<file path="src/rtl/core/dcs_pkg.sv">
// Package with shared types and constants of the dispense celebration sequencer.
package dcs_pkg;

    localparam int TIME_BITS_DEFAULT = 20;
    localparam int CFG_TIME_W        = 20;
    localparam int DEB_W             = 10;
    localparam int CFG_INDEX_W       = 3;
    localparam int CFG_DATA_W        = 20;
    localparam int S_TDATA_W         = 8;
    localparam int M_TDATA_W         = 8;

    localparam logic HIGH = 1'b1;
    localparam logic LOW  = 1'b0;

    localparam logic LEVEL_PRESSED  = LOW;
    localparam logic LEVEL_RELEASED = HIGH;

    localparam logic [DEB_W-1:0] DEB_COUNT_MAX = {DEB_W{1'b1}};

    localparam logic [DEB_W-1:0]      DEBOUNCE_RESET   = 10'd30;
    localparam logic                  DROP_EN_RESET    = 1'b1;
    localparam logic [CFG_TIME_W-1:0] TIMEOUT_RESET    = 20'd10000;
    localparam logic [CFG_TIME_W-1:0] FIXED_RUN_RESET  = 20'd2000;
    localparam logic [CFG_TIME_W-1:0] MIN_CELEB_RESET  = 20'd5000;

    typedef enum logic [CFG_INDEX_W-1:0] {
        CFG_DEBOUNCE  = 3'd0,
        CFG_DROP_EN   = 3'd1,
        CFG_TIMEOUT   = 3'd2,
        CFG_FIXED_RUN = 3'd3,
        CFG_MIN_CELEB = 3'd4
    } cfg_index_t;

    typedef enum logic [2:0] {
        EV_NONE     = 3'd0,
        EV_PRESSED  = 3'd1,
        EV_JAMMED   = 3'd2,
        EV_DROPPED  = 3'd3,
        EV_TIMEOUT  = 3'd4,
        EV_PORTION  = 3'd5,
        EV_FINISHED = 3'd6
    } event_t;

    typedef enum logic {
        MODE_IDLE      = 1'b0,
        MODE_CELEBRATE = 1'b1
    } mode_t;

endpackage

</file>
<file path="src/rtl/core/dispense_celebration_sequencer_unit.sv">
// Top level of the dispense celebration sequencer: debounce, mode control and result register.
//
// Each transfer on the s_ channel is one millisecond tick and yields exactly one
// result transfer on the m_ channel. The block takes one tick per clock cycle:
// all debounce, timing and mode decisions are made in a single pass from the
// accepted tick into the result register, so the only limit on rate is the
// one-entry result register, which accepts a new tick whenever it is empty or
// being drained in the same cycle. Configuration writes on the cfg_ channel are
// always accepted and are meant to be made while the block is idle.
module dispense_celebration_sequencer_unit
    import dcs_pkg::*;
#(
    parameter int TIME_BITS = TIME_BITS_DEFAULT
) (
    input  logic                   aclk,
    input  logic                   aresetn,
    input  logic                   s_tvalid,
    output logic                   s_tready,
    // Bits from low: button_level, jam_gave_up, drop_seen, audio_busy, zero pad.
    input  logic [S_TDATA_W-1:0]   s_tdata,
    output logic                   m_tvalid,
    input  logic                   m_tready,
    // Bits from low: start_pulse, motor_stop_pulse, end_pulse, celebrating,
    // dispense_finished, event_code[2:0].
    output logic [M_TDATA_W-1:0]   m_tdata,
    input  logic                   cfg_valid,
    output logic                   cfg_ready,
    input  logic [CFG_INDEX_W-1:0] cfg_index,
    input  logic [CFG_DATA_W-1:0]  cfg_data
);

    localparam int CMP_W = (TIME_BITS > CFG_TIME_W) ? TIME_BITS : CFG_TIME_W;
    localparam logic [TIME_BITS-1:0] TIME_MAX = {TIME_BITS{1'b1}};

    // Configuration registers.
    logic [DEB_W-1:0]      debounce_reg;
    logic                  drop_en_reg;
    logic [CFG_TIME_W-1:0] timeout_reg;
    logic [CFG_TIME_W-1:0] fixed_run_reg;
    logic [CFG_TIME_W-1:0] min_celeb_reg;

    // Sequencer state.
    mode_t                 mode_reg, mode_next;
    logic                  last_raw_reg, last_raw_next;
    logic                  stable_reg, stable_next;
    logic [DEB_W-1:0]      since_reg, since_next;
    logic [TIME_BITS-1:0]  elapsed_reg, elapsed_next;
    logic                  done_reg, done_next;

    // Result register.
    logic                  m_valid_reg;
    logic [M_TDATA_W-1:0]  m_data_reg, m_data_next;

    logic raw, jam, drop, audio;
    logic s_accept, cfg_accept;
    logic pressed;
    logic [TIME_BITS-1:0] elapsed_inc;
    logic [CMP_W-1:0]     elapsed_cmp;
    logic jam_end, drop_end, timeout_end, portion_end, disp_end, celeb_end;
    logic start_pulse, stop_pulse, end_pulse;
    event_t ev;

    assign raw   = s_tdata[0];
    assign jam   = s_tdata[1];
    assign drop  = s_tdata[2];
    assign audio = s_tdata[3];

    assign s_tready   = !m_valid_reg || m_tready;
    assign s_accept   = s_tvalid && s_tready;
    assign cfg_ready  = HIGH;
    assign cfg_accept = cfg_valid && cfg_ready;
    assign m_tvalid   = m_valid_reg;
    assign m_tdata    = m_data_reg;

    // Debounce: a raw change restarts the hold count, a steady level counts up to saturation.
    always_comb begin
        if (raw != last_raw_reg) begin
            last_raw_next = raw;
            since_next    = '0;
        end else begin
            last_raw_next = last_raw_reg;
            since_next    = (since_reg == DEB_COUNT_MAX) ? since_reg : since_reg + 1'b1;
        end
        if (since_next >= debounce_reg && raw != stable_reg) begin
            stable_next = raw;
            pressed     = (raw == LEVEL_PRESSED);
        end else begin
            stable_next = stable_reg;
            pressed     = LOW;
        end
    end

    // Dispense and celebration end conditions, evaluated on the incremented time.
    always_comb begin
        elapsed_inc = (elapsed_reg == TIME_MAX) ? elapsed_reg : elapsed_reg + 1'b1;
        elapsed_cmp = CMP_W'(elapsed_inc);
        jam_end     = !done_reg && jam;
        drop_end    = !done_reg && !jam && drop_en_reg && drop;
        timeout_end = !done_reg && !jam && drop_en_reg && !drop
                      && (elapsed_cmp > CMP_W'(timeout_reg));
        portion_end = !done_reg && !jam && !drop_en_reg
                      && (elapsed_cmp > CMP_W'(fixed_run_reg));
        disp_end    = jam_end || drop_end || timeout_end || portion_end;
        celeb_end   = (done_reg || disp_end) && !audio
                      && (elapsed_cmp >= CMP_W'(min_celeb_reg));
    end

    // Next state.
    always_comb begin
        mode_next    = mode_reg;
        elapsed_next = elapsed_reg;
        done_next    = done_reg;
        unique case (mode_reg)
            MODE_IDLE: begin
                if (pressed) begin
                    mode_next    = MODE_CELEBRATE;
                    elapsed_next = '0;
                    done_next    = LOW;
                end
            end
            MODE_CELEBRATE: begin
                elapsed_next = elapsed_inc;
                if (disp_end) begin
                    done_next = HIGH;
                end
                if (celeb_end) begin
                    mode_next = MODE_IDLE;
                end
            end
            default: begin
                mode_next = MODE_IDLE;
            end
        endcase
    end

    // Outputs of one tick.
    always_comb begin
        start_pulse = LOW;
        stop_pulse  = LOW;
        end_pulse   = LOW;
        ev          = EV_NONE;
        unique case (mode_reg)
            MODE_IDLE: begin
                if (pressed) begin
                    start_pulse = HIGH;
                    ev          = EV_PRESSED;
                end
            end
            MODE_CELEBRATE: begin
                stop_pulse = drop_end || timeout_end || portion_end;
                if (jam_end) begin
                    ev = EV_JAMMED;
                end else if (drop_end) begin
                    ev = EV_DROPPED;
                end else if (timeout_end) begin
                    ev = EV_TIMEOUT;
                end else if (portion_end) begin
                    ev = EV_PORTION;
                end
                if (celeb_end) begin
                    end_pulse = HIGH;
                    ev        = EV_FINISHED;
                end
            end
            default: begin
                ev = EV_NONE;
            end
        endcase
        m_data_next = {ev, done_next, mode_next, end_pulse, stop_pulse, start_pulse};
    end

    always_ff @(posedge aclk) begin
        if (!aresetn) begin
            debounce_reg  <= DEBOUNCE_RESET;
            drop_en_reg   <= DROP_EN_RESET;
            timeout_reg   <= TIMEOUT_RESET;
            fixed_run_reg <= FIXED_RUN_RESET;
            min_celeb_reg <= MIN_CELEB_RESET;
        end else if (cfg_accept) begin
            case (cfg_index)
                CFG_DEBOUNCE:  debounce_reg  <= cfg_data[DEB_W-1:0];
                CFG_DROP_EN:   drop_en_reg   <= cfg_data[0];
                CFG_TIMEOUT:   timeout_reg   <= cfg_data[CFG_TIME_W-1:0];
                CFG_FIXED_RUN: fixed_run_reg <= cfg_data[CFG_TIME_W-1:0];
                CFG_MIN_CELEB: min_celeb_reg <= cfg_data[CFG_TIME_W-1:0];
                default: ;
            endcase
        end
    end

    always_ff @(posedge aclk) begin
        if (!aresetn) begin
            mode_reg     <= MODE_IDLE;
            last_raw_reg <= LEVEL_RELEASED;
            stable_reg   <= LEVEL_RELEASED;
            since_reg    <= '0;
            elapsed_reg  <= '0;
            done_reg     <= LOW;
            m_valid_reg  <= LOW;
        end else begin
            if (s_accept) begin
                mode_reg     <= mode_next;
                last_raw_reg <= last_raw_next;
                stable_reg   <= stable_next;
                since_reg    <= since_next;
                elapsed_reg  <= elapsed_next;
                done_reg     <= done_next;
                m_valid_reg  <= HIGH;
            end else if (m_tready) begin
                m_valid_reg  <= LOW;
            end
        end
    end

    always_ff @(posedge aclk) begin
        if (s_accept) begin
            m_data_reg <= m_data_next;
        end
    end

    // A start pulse always reports the celebrating mode and no finished dispense.
    assert property (@(posedge aclk) disable iff (!aresetn)
        (m_valid_reg && m_data_reg[0]) |-> (m_data_reg[3] && !m_data_reg[4]))
        else $error("start pulse without celebrating mode");

    // An end pulse returns to idle with dispensing over.
    assert property (@(posedge aclk) disable iff (!aresetn)
        (m_valid_reg && m_data_reg[2]) |-> (!m_data_reg[3] && m_data_reg[4]))
        else $error("end pulse with inconsistent mode");

    // The motor stop pulse is never given for a jam.
    assert property (@(posedge aclk) disable iff (!aresetn)
        (m_valid_reg && m_data_reg[1]) |-> (m_data_reg[7:5] != EV_JAMMED))
        else $error("motor stop pulse on jam");

    // Dispensing can only finish during a celebration.
    assert property (@(posedge aclk) disable iff (!aresetn)
        (s_accept && mode_reg == MODE_IDLE) |=> (!done_reg || $past(done_reg)))
        else $error("dispense finished while idle");

    // State holds while no tick is transferred.
    assert property (@(posedge aclk) disable iff (!aresetn)
        !s_accept |=> ($stable(elapsed_reg) && $stable(mode_reg)))
        else $error("sequencer state moved without a tick");

endmodule

</file>
<file path="config.mk">
export PLATFORM = sky130hd
export DESIGN_NAME = dispense_celebration_sequencer_unit
export DESIGN_NICKNAME = d
export VERILOG_FILES = /design/src/rtl/core/dcs_pkg.sv /design/src/rtl/core/dispense_celebration_sequencer_unit.sv
export SDC_FILE = /design/constraint.sdc
export NUM_CORES = 1
export LEC_CHECK = 0
export ABC_AREA = 1
export BUFFER_PORTS_ARGS = -buffer_cell sky130_fd_sc_hd__buf_2
export CORE_AREA = 2 2 134 110
export DETAILED_ROUTE_END_ITERATION = 6
export DIE_AREA = 0 0 136 112
export GPL_ROUTABILITY_DRIVEN = 0
export PLACE_DENSITY_LB_ADDON = 0.05
export SKIP_CTS_REPAIR_TIMING = 1
export SYNTH_ARGS = -nofsm -noshare
export SYNTH_HDL_FRONTEND = slang
export SYNTH_SLANG_ARGS = --single-unit
</file>
<file path="constraint.sdc">
create_clock -name aclk -period 3.78 [get_ports aclk]
set_clock_uncertainty 0.1 [all_clocks]
set_input_delay 0 -clock aclk [delete_from_list [all_inputs] [get_ports aclk]]
set_output_delay 0 -clock aclk [all_outputs]
set_load 0.01 [all_outputs]
</file>
* Yosys cells after proc, flatten, opt, wreduce, memory -nomap -nowiden
Cells that the tools add are included.
** Storage, ports and cells
- Register bits :: 114
- Output and inout port bits :: 11
** Cells by class
- Add/subtract/negate cells :: 2
- Magnitude comparators :: 4
- Bitwise operators :: 2
- Equal/unequal tests :: 9
- Reduce and logical (&&, ||, !) cells :: 35
- Multiplexer cells :: 22
** Operator list (count)
- $gt 20x20->1 :: 2
- $mux 20 :: 2
- $pmux 20 s2 :: 1
- $add 20x1->20 const B :: 1
- $eq 20x20->1 const B :: 1
- $ge 20x20->1 :: 1
- $mux 10 :: 2
- $reduce_and 2->1 :: 8
- $mux 3 :: 5
- $logic_and 1x1->1 :: 12
- $add 10x1->10 const B :: 1
- $eq 10x10->1 const B :: 1
- $ge 10x10->1 :: 1
- $mux 1 :: 9
- $logic_or 1x1->1 :: 7
- $eq 3x2->1 const B :: 2
- $logic_not 1->1 :: 6
- $pmux 3 s2 :: 1
- $pmux 1 s2 :: 2
- $eq 3x1->1 const B :: 1
- $eq 3x3->1 const B :: 1
- $logic_not 3->1 :: 1
- $ne 1x1->1 :: 2
- $ne 2x2->1 const B :: 1
- other kinds (2) :: 3

* Depth between registers and ports, before layout
Gate-level depths: netlist of run 1.
- Depth after elaboration :: 12
- Mapped depth :: 24

* Worst setup path after synthesis of run 1
No wires, ideal clock.
- Path type :: reg2reg
- From :: reg elapsed_reg[0]
- To :: reg m_data_reg[3], in the netlist m_tdata[3] (data pin)
- Buffers on the path :: 0
- Setup time :: 251 ps
- Slack :: 727 ps
- Arrival :: 2701 ps
- Stages on the path, launching flop included :: 22
- Cells stage by stage :: dfxtp_1 -> ha_1 -> nand3_2 -> nor3_4 -> nand3_2 -> inv_2 -> nand4_4 -> nand2_4 -> nor2_2 -> xor2_1 -> ha_1 -> nand2_1 -> nor2_1 -> nand2_1 -> nor2_1 -> nand2_1 -> nand3_1 -> nand2_1 -> nand4_1 -> nand4_1 -> nand2_1 -> inv_1
** On the way
- Longest elaborated chain between the ends :: 11
- Elaborated cells between the ends (all ways) :: 15
- Those cells by class :: add/sub (1); order compare (3); eq/ne (1); mux (3); reduce/logical (7)
** RTL lines
- start, declared :: RTL line dispense_celebration_sequencer_unit.sv:47 : logic [TIME_BITS-1:0] elapsed_reg, elapsed_next;
- start signal, assigned :: RTL line dispense_celebration_sequencer_unit.sv:206 : elapsed_reg <= elapsed_next;
- $add 20x1->20 or $eq 20x20->1 (tied branches) :: RTL line dispense_celebration_sequencer_unit.sv:95 : elapsed_inc = (elapsed_reg == TIME_MAX) ? elapsed_reg : elapsed_reg + 1'b1;
- $mux 20 (*) :: RTL line dispense_celebration_sequencer_unit.sv:95
- $gt 20x20->1 :: RTL line dispense_celebration_sequencer_unit.sv:100 : && (elapsed_cmp > CMP_W'(timeout_reg));
- $logic_and 1x1->1 :: RTL line dispense_celebration_sequencer_unit.sv:100
- $logic_or 1x1->1 (2 in a row) :: RTL line dispense_celebration_sequencer_unit.sv:103 : disp_end = jam_end || drop_end || timeout_end || portion_end;
- $logic_or 1x1->1 :: RTL line dispense_celebration_sequencer_unit.sv:104 : celeb_end = (done_reg || disp_end) && !audio
- $logic_and 1x1->1 :: RTL line dispense_celebration_sequencer_unit.sv:104
- $logic_and 1x1->1 (*) :: RTL line dispense_celebration_sequencer_unit.sv:105 : && (elapsed_cmp >= CMP_W'(min_celeb_reg));
- $mux 1 (*) :: RTL line dispense_celebration_sequencer_unit.sv:126 : if (celeb_end) begin
- $pmux 1 s2 (*) :: RTL line dispense_celebration_sequencer_unit.sv:113 : unique case (mode_reg)
- net mode_next :: RTL line dispense_celebration_sequencer_unit.sv:43 : mode_t mode_reg, mode_next;
- end signal, assigned :: RTL line dispense_celebration_sequencer_unit.sv:217 : m_data_reg <= m_data_next;
- end, declared :: RTL line dispense_celebration_sequencer_unit.sv:52 : logic [M_TDATA_W-1:0] m_data_reg, m_data_next;
The timed path passes the listed nets; every way through them passes the cells marked *.
A chain may end at the register's enable or synchronous reset.

* Worst setup path after layout of run 1
- From :: reg elapsed_reg[1]
- To :: reg m_data_reg[3], in the netlist m_tdata[3] (data pin)
Same word-level chain as after synthesis.

==> results of run 1 <==
[layout by cell type, fill, tap and decap left out, types with 17 or more instances in the layout]
cell and instances:
nand3_1 21, dlygate4sd3_1 28, nand2_1 180, a21oi_1 117, nor2_1 54, o21ai_0 83
buf_2 41, clkbuf_16 17, inv_1 130, ha_1 71, dfxtp_1 104
[metrics by stage]
step                      cell area (um^2)  power [mW]  std cells  TNS [ps]  setup slack [ps]
after floorplan                       6628       1.494        905         0             727.4
after global placement                7009       1.579       1109         0             265.6
after detailed placement              7009       1.588       1109         0             152.4
after CTS                             7627       3.274       1140         0             126.9
after global routing                  8004       3.401       1172    -39.41            -39.41
final                                 8004       3.270       1172         0             285.9
[report_power, final]
| group | switching (mW) | total (mW) | internal [mW] |
|---|---|---|---|
| Sequential | 0.0228 | 1.29 | 1.26 |
| Combinational | 0.188 | 0.302 | 0.114 |
| Clock | 0.545 | 1.68 | 1.14 |
[worst min-delay path, stage by stage]
cell and delay, ps:
buf_2 100, nand2_1 60, nand2_1 60, inv_1 50, o21ai_0 120
[final cells by class]
class	instances	area share [%]
Sequential cell	114	29.55
Timing Repair Buffer	83	7.378
Clock buffer	27	6.534
Clock inverter	4	1.188
Tap cell	184	2.876
Inverter	137	6.441
Multi-Input combinational cell	623	46.04
[final timing paths]
check,from,end,slack (ps),depth (start not counted)
setup / recovery,elapsed_reg[1],m_tdata[3],290,20
hold / removal,s_tdata[1],m_tdata[6],-6,5
setup reg to reg,elapsed_reg[1],m_tdata[3],290,20
hold reg to reg,timeout_reg[12],timeout_reg[12],360,2
[metal layers]
layer  share of wire (%)  vias to the layer above
met4                 1.6                        0
met2                  42                      117
met1                  51                     2716
li1                    -                     3118
met5                   0                        -
met3                 4.6                       21
[kinds of logic after synthesis]
kind of cell,after synthesis
other cells,1
mux,1
buf+inv,168
fa+ha+maj,72
flops,114
compound gates,231
simple gates,301
xor+xnor,17
==> impl_metrics.yaml, run 1 <==
status:
  outcome: "finished with violations"
  failed_checks: "hold timing"
global_route:
  antenna_found_initial: 0
  use_met2_pct: 34.00
  top_usage_layer: "met2"
  grt_pass1_wl_um: 27100
  grt_pass1_vias: 5564
  grt_overflow: 0
  grtUsageTotal_pct: 22.89
  grt.met3_usage_pct: 5.692
  globalRouteMet1Util_pct: 32.84
  grt_max_degree: 75
floorplanning:
  placement_rows: 39
  pin_count: 47
  die-height_um: 112
  die_x_um: 136
  initial_core_util_pct: 47.49
  die_area_um2: 15230
  core-area_um2: 13960
route:
  post-route-drc-count: 0
  totalWireLength_um: 16480
  viasPerCell: 5.096
  drt-pass1-iter-count: 5
  wl_per_cell_um: 14.06
  vias: 5972
  drtIter0Drc: 295
  antenna_left: 0
worst_setup_path:
  worst-path-max-fanout: 4
  crit_path_start_kind: "register"
  critPathBufInv: 1
  cp.required_ps: 3870
  crit_top_cell: "nand2_1"
  critPathTopFamily: "simple AND/OR/NAND/NOR gates"
  end_kind: "register"
  crit_type: "register to register"
  crit_chain: "ha_2 -> nand3_2 -> nor3_4 -> nand2_1 -> nor2_4 -> nand3b_1 -> o21ai_2 -> xnor2_2 -> ha_1 -> nand2_1 -> nor2_1 -> nand2_1 -> nor2_2 -> nand2_1 -> nand3_1 -> nand2_1 -> nand4_1 -> nand4_1 -> nand2_1 -> inv_1"
  max_stage_delay_ps: 360
  worstPathArrival_ps: 3580
  critPathSlowestCell: "dfxtp_2"
synth:
  synth_edf_count: 8
  synthXorXnorAreaFrac_pct: 2.360
  yosys_warnings: 0
  synth_compound_area_share_pct: 18.71
  ys_seq_elements: 114
  synthArstFlopShare_pct: 0
  synthSimpleGateAreaFrac_pct: 19.77
  yosys-top-cells-area: "dfxtp_1, ha_1, nand2_1, a21oi_1, inv_1"
  synth_seq_area_share_pct: 35.64
  yosysMostFrequentCell: "nand2_1"
  ys_types: 45
  synth_cells: 905
  synth.mux.area_fraction_pct: 0.1510
  synth_top_area_share_pct: 32.02
  yosys-top-cells-count: "nand2_1, inv_1, a21oi_1"
  synth_ff_type: "dfxtp_1"
  netlist_area_um2: 6628
  avgSynthCellArea_um2: 7.323
  synth_top_family_by_area: "simple AND/OR/NAND/NOR gates"
  yosysTopAreaCell: "dfxtp_1"
  syn_nets: 1013
  synthAdderAreaFrac_pct: 13.59
sta:
  period_share_pct: 92.44
  max_freq_mhz: 286.2
  slew_viol_final: 0
  setup_viol: 0
  final_hold_viol_count: 1
  hold_slack_ps: -6.022
  period_minus_slack_ps: 3494
  maxSlewHeadroom_pct: 40.85
  worstMarginPinSlew_ps: 881.7
cts:
  h-tree-depth: 4
  cts_tree: "built"
  clk-insertion-delay-late_ps: 430
  path_clk_slew_ps: 60
  cts_buffer_depth: 2
  cts.sinks: 114
  numCtsBuffers: 17
  cts.root.buffer_cell: "clkbuf_16"
pwr:
  vdd_drop_max_uv: 319.1
  power_density_nw_per_um2: 408.6
  p_leak_nw: 3.718
final_layout:
  postLayoutCoreUtil_pct: 57.35
  register_area_um2: 2365
  area_delta_synth_final_pct: 20.77
  multi_input_area_um2: 3685
  fillCellCount: 1346
  diodes: 0
  fin_nets: 1084
  drive_gt1_share_pct: 12.55
run:
  drv_cap: 0
place:
  port_buffers: 41
  dpl.hpwl_um: 11960
hold_path:
  hold_class: "primary input to register"
Note: power is estimated with default switching activity, not from simulation.
==> inputs of run 2 (changes only) <==
- CORE_AREA: 2 2 134 110 -> 10 10 134 124
- DIE_AREA: 0 0 136 112 -> 0 0 144 134
==> run 2 against run 1 <==
First-iteration DRC count grew 46%. Critical path depth shrank 1. Final cell count shrank 0.77%. Via count grew 1.6%. Flip-flop and latch count is the same. Maximum frequency shrank 1.3%. The flow still finishes with violations (hold timing). Critical endpoint is now m_tdata[7]. Count of clock-buffer cells in the layout shrank 10. Register-to-register slack lost 50 ps. Non-clock buffer count grew 2. Worst hold slack gained 3.4 ps. Routed wire length grew 2.5%.
==> impl_metrics.yaml, run 2 (synthesis results as in run 1) <==
status:
  outcome: "finished with violations"
  failed_checks: "hold timing"
route:
  wl_per_cell_um: 14.52
  vias: 6067
  post-route-drc-count: 0
  viasPerCell: 5.217
  drt-pass1-iter-count: 5
  antenna_left: 0
  totalWireLength_um: 16890
  drtIter0Drc: 430
final_layout:
  final_cells: 1163
  fillCellCount: 1267
  drive_gt1_share_pct: 13.12
  final_cell_mix: "nand2_1, inv_1, a21oi_1"
  multi_input_area_um2: 3685
  diodes: 0
  area_delta_synth_final_pct: 20.45
  final_common_cell: "nand2_1"
  fin_nets: 1086
  register_area_um2: 2366
floorplanning:
  die_x_um: 144
  placement_rows: 41
  die_area_um2: 19300
  die-height_um: 134
  core-area_um2: 13800
  initial_core_util_pct: 48.03
  pin_count: 47
hold_path:
  whs_path_depth: 5
  hold_class: "primary input to register"
cts:
  cts.sinks: 114
  h-tree-depth: 4
  cts.root.buffer_cell: "clkbuf_16"
  clk-insertion-delay-late_ps: 420
  path_clk_slew_ps: 60
  numCtsBuffers: 17
  cts_buffer_depth: 2
  cts_tree: "built"
place:
  pre_cts_slack_ps: 173.5
  port_buffers: 41
  dpl.hpwl_um: 12210
  placedCellCount: 1097
sta:
  slew_viol_final: 0
  period_share_pct: 93.66
  setup_viol: 0
  maxSlewHeadroom_pct: 38.76
  max_freq_mhz: 282.5
  final_hold_viol_count: 1
  worstMarginPinSlew_ps: 912.9
  period_minus_slack_ps: 3540
  setup_slack_ps: 239.7
  hold_slack_ps: -2.591
global_route:
  grt_max_degree: 75
  grt_pass1_vias: 5675
  grt_overflow: 0
  grt_pass1_wl_um: 27460
  grtUsageTotal_pct: 17.70
  antenna_found_initial: 0
run:
  drv_cap: 0
pwr:
  vdd_drop_max_uv: 539.0
  p_leak_nw: 3.705
  power_density_nw_per_um2: 400.5
worst_setup_path:
  reg2reg_depth: 19
  reg2reg_setup_slack_ps: 240
  worst-path-max-fanout: 4
  worstPathArrival_ps: 3600
  end_kind: "register"
  crit_path_start_kind: "register"
  crit_type: "register to register"
  cp.required_ps: 3840
==> run 2: area by class of cell <==
| cell class | count | share of cell area, % |
|---|---|---|
| Clock buffer | 17 | 5.329 |
| Clock inverter | 15 | 2.085 |
| Inverter | 137 | 6.458 |
| Multi-Input combinational cell | 623 | 46.16 |
| Sequential cell | 114 | 29.64 |
| Tap cell | 172 | 2.696 |
| Timing Repair Buffer | 85 | 7.633 |
==> run 2: critical path, cell delays in order, from the launching register on <==
cell and delay [ps]:
dfxtp_2 350, ha_2 200, nand3_2 120, nor3_4 280, nand3_2 90, inv_2 100, nand4_4 120, nand2_4 100
nor2_2 60, nand3b_1 100, nand2_2 90, ha_1 300, a21oi_1 240, o21ai_0 150, a21oi_1 190, nand3_1 100
nand2_2 100, nand4_1 160, nand4_1 210, o21ai_0 100
==> run 2: final timing paths <==
path / from / to
worst max-delay path: elapsed_reg[0] / m_tdata[7]
worst min-delay path: s_tdata[1] / m_tdata[6]
worst max register to register: elapsed_reg[0] / m_tdata[7]
worst min register to register: min_celeb_reg[4] / min_celeb_reg[4]
==> run 2: through the flow <==
step | area [um^2] | utilization, % | TNS (ps) | total power [mW]
finish | 7983 | 57.85 | 0 | 3.197
global route | 7983 | 57.85 | -78.14 | 3.331
CTS | 7586 | 54.97 | 0 | 3.197
detailed placement | 6994 | 50.68 | 0 | 1.588
global placement | 6994 | 50.68 | 0 | 1.580
floorplan | 6628 | - | 0 | 1.494
==> run 2: report_power, final <==
part           total (mW)  internal [mW]  switching [mW]
clock                1.60           1.03           0.579
combinational       0.304          0.115           0.189
sequential           1.29           1.26          0.0236
total                3.20           2.41           0.792
==> run 2: metal layers <==
metal | global-route usage [%] | share of wire [%]
met5 | 0 | 0
met4 | 4.592 | 0.98
met3 | 4.730 | 4.8
met2 | 27.81 | 44
met1 | 23.38 | 50
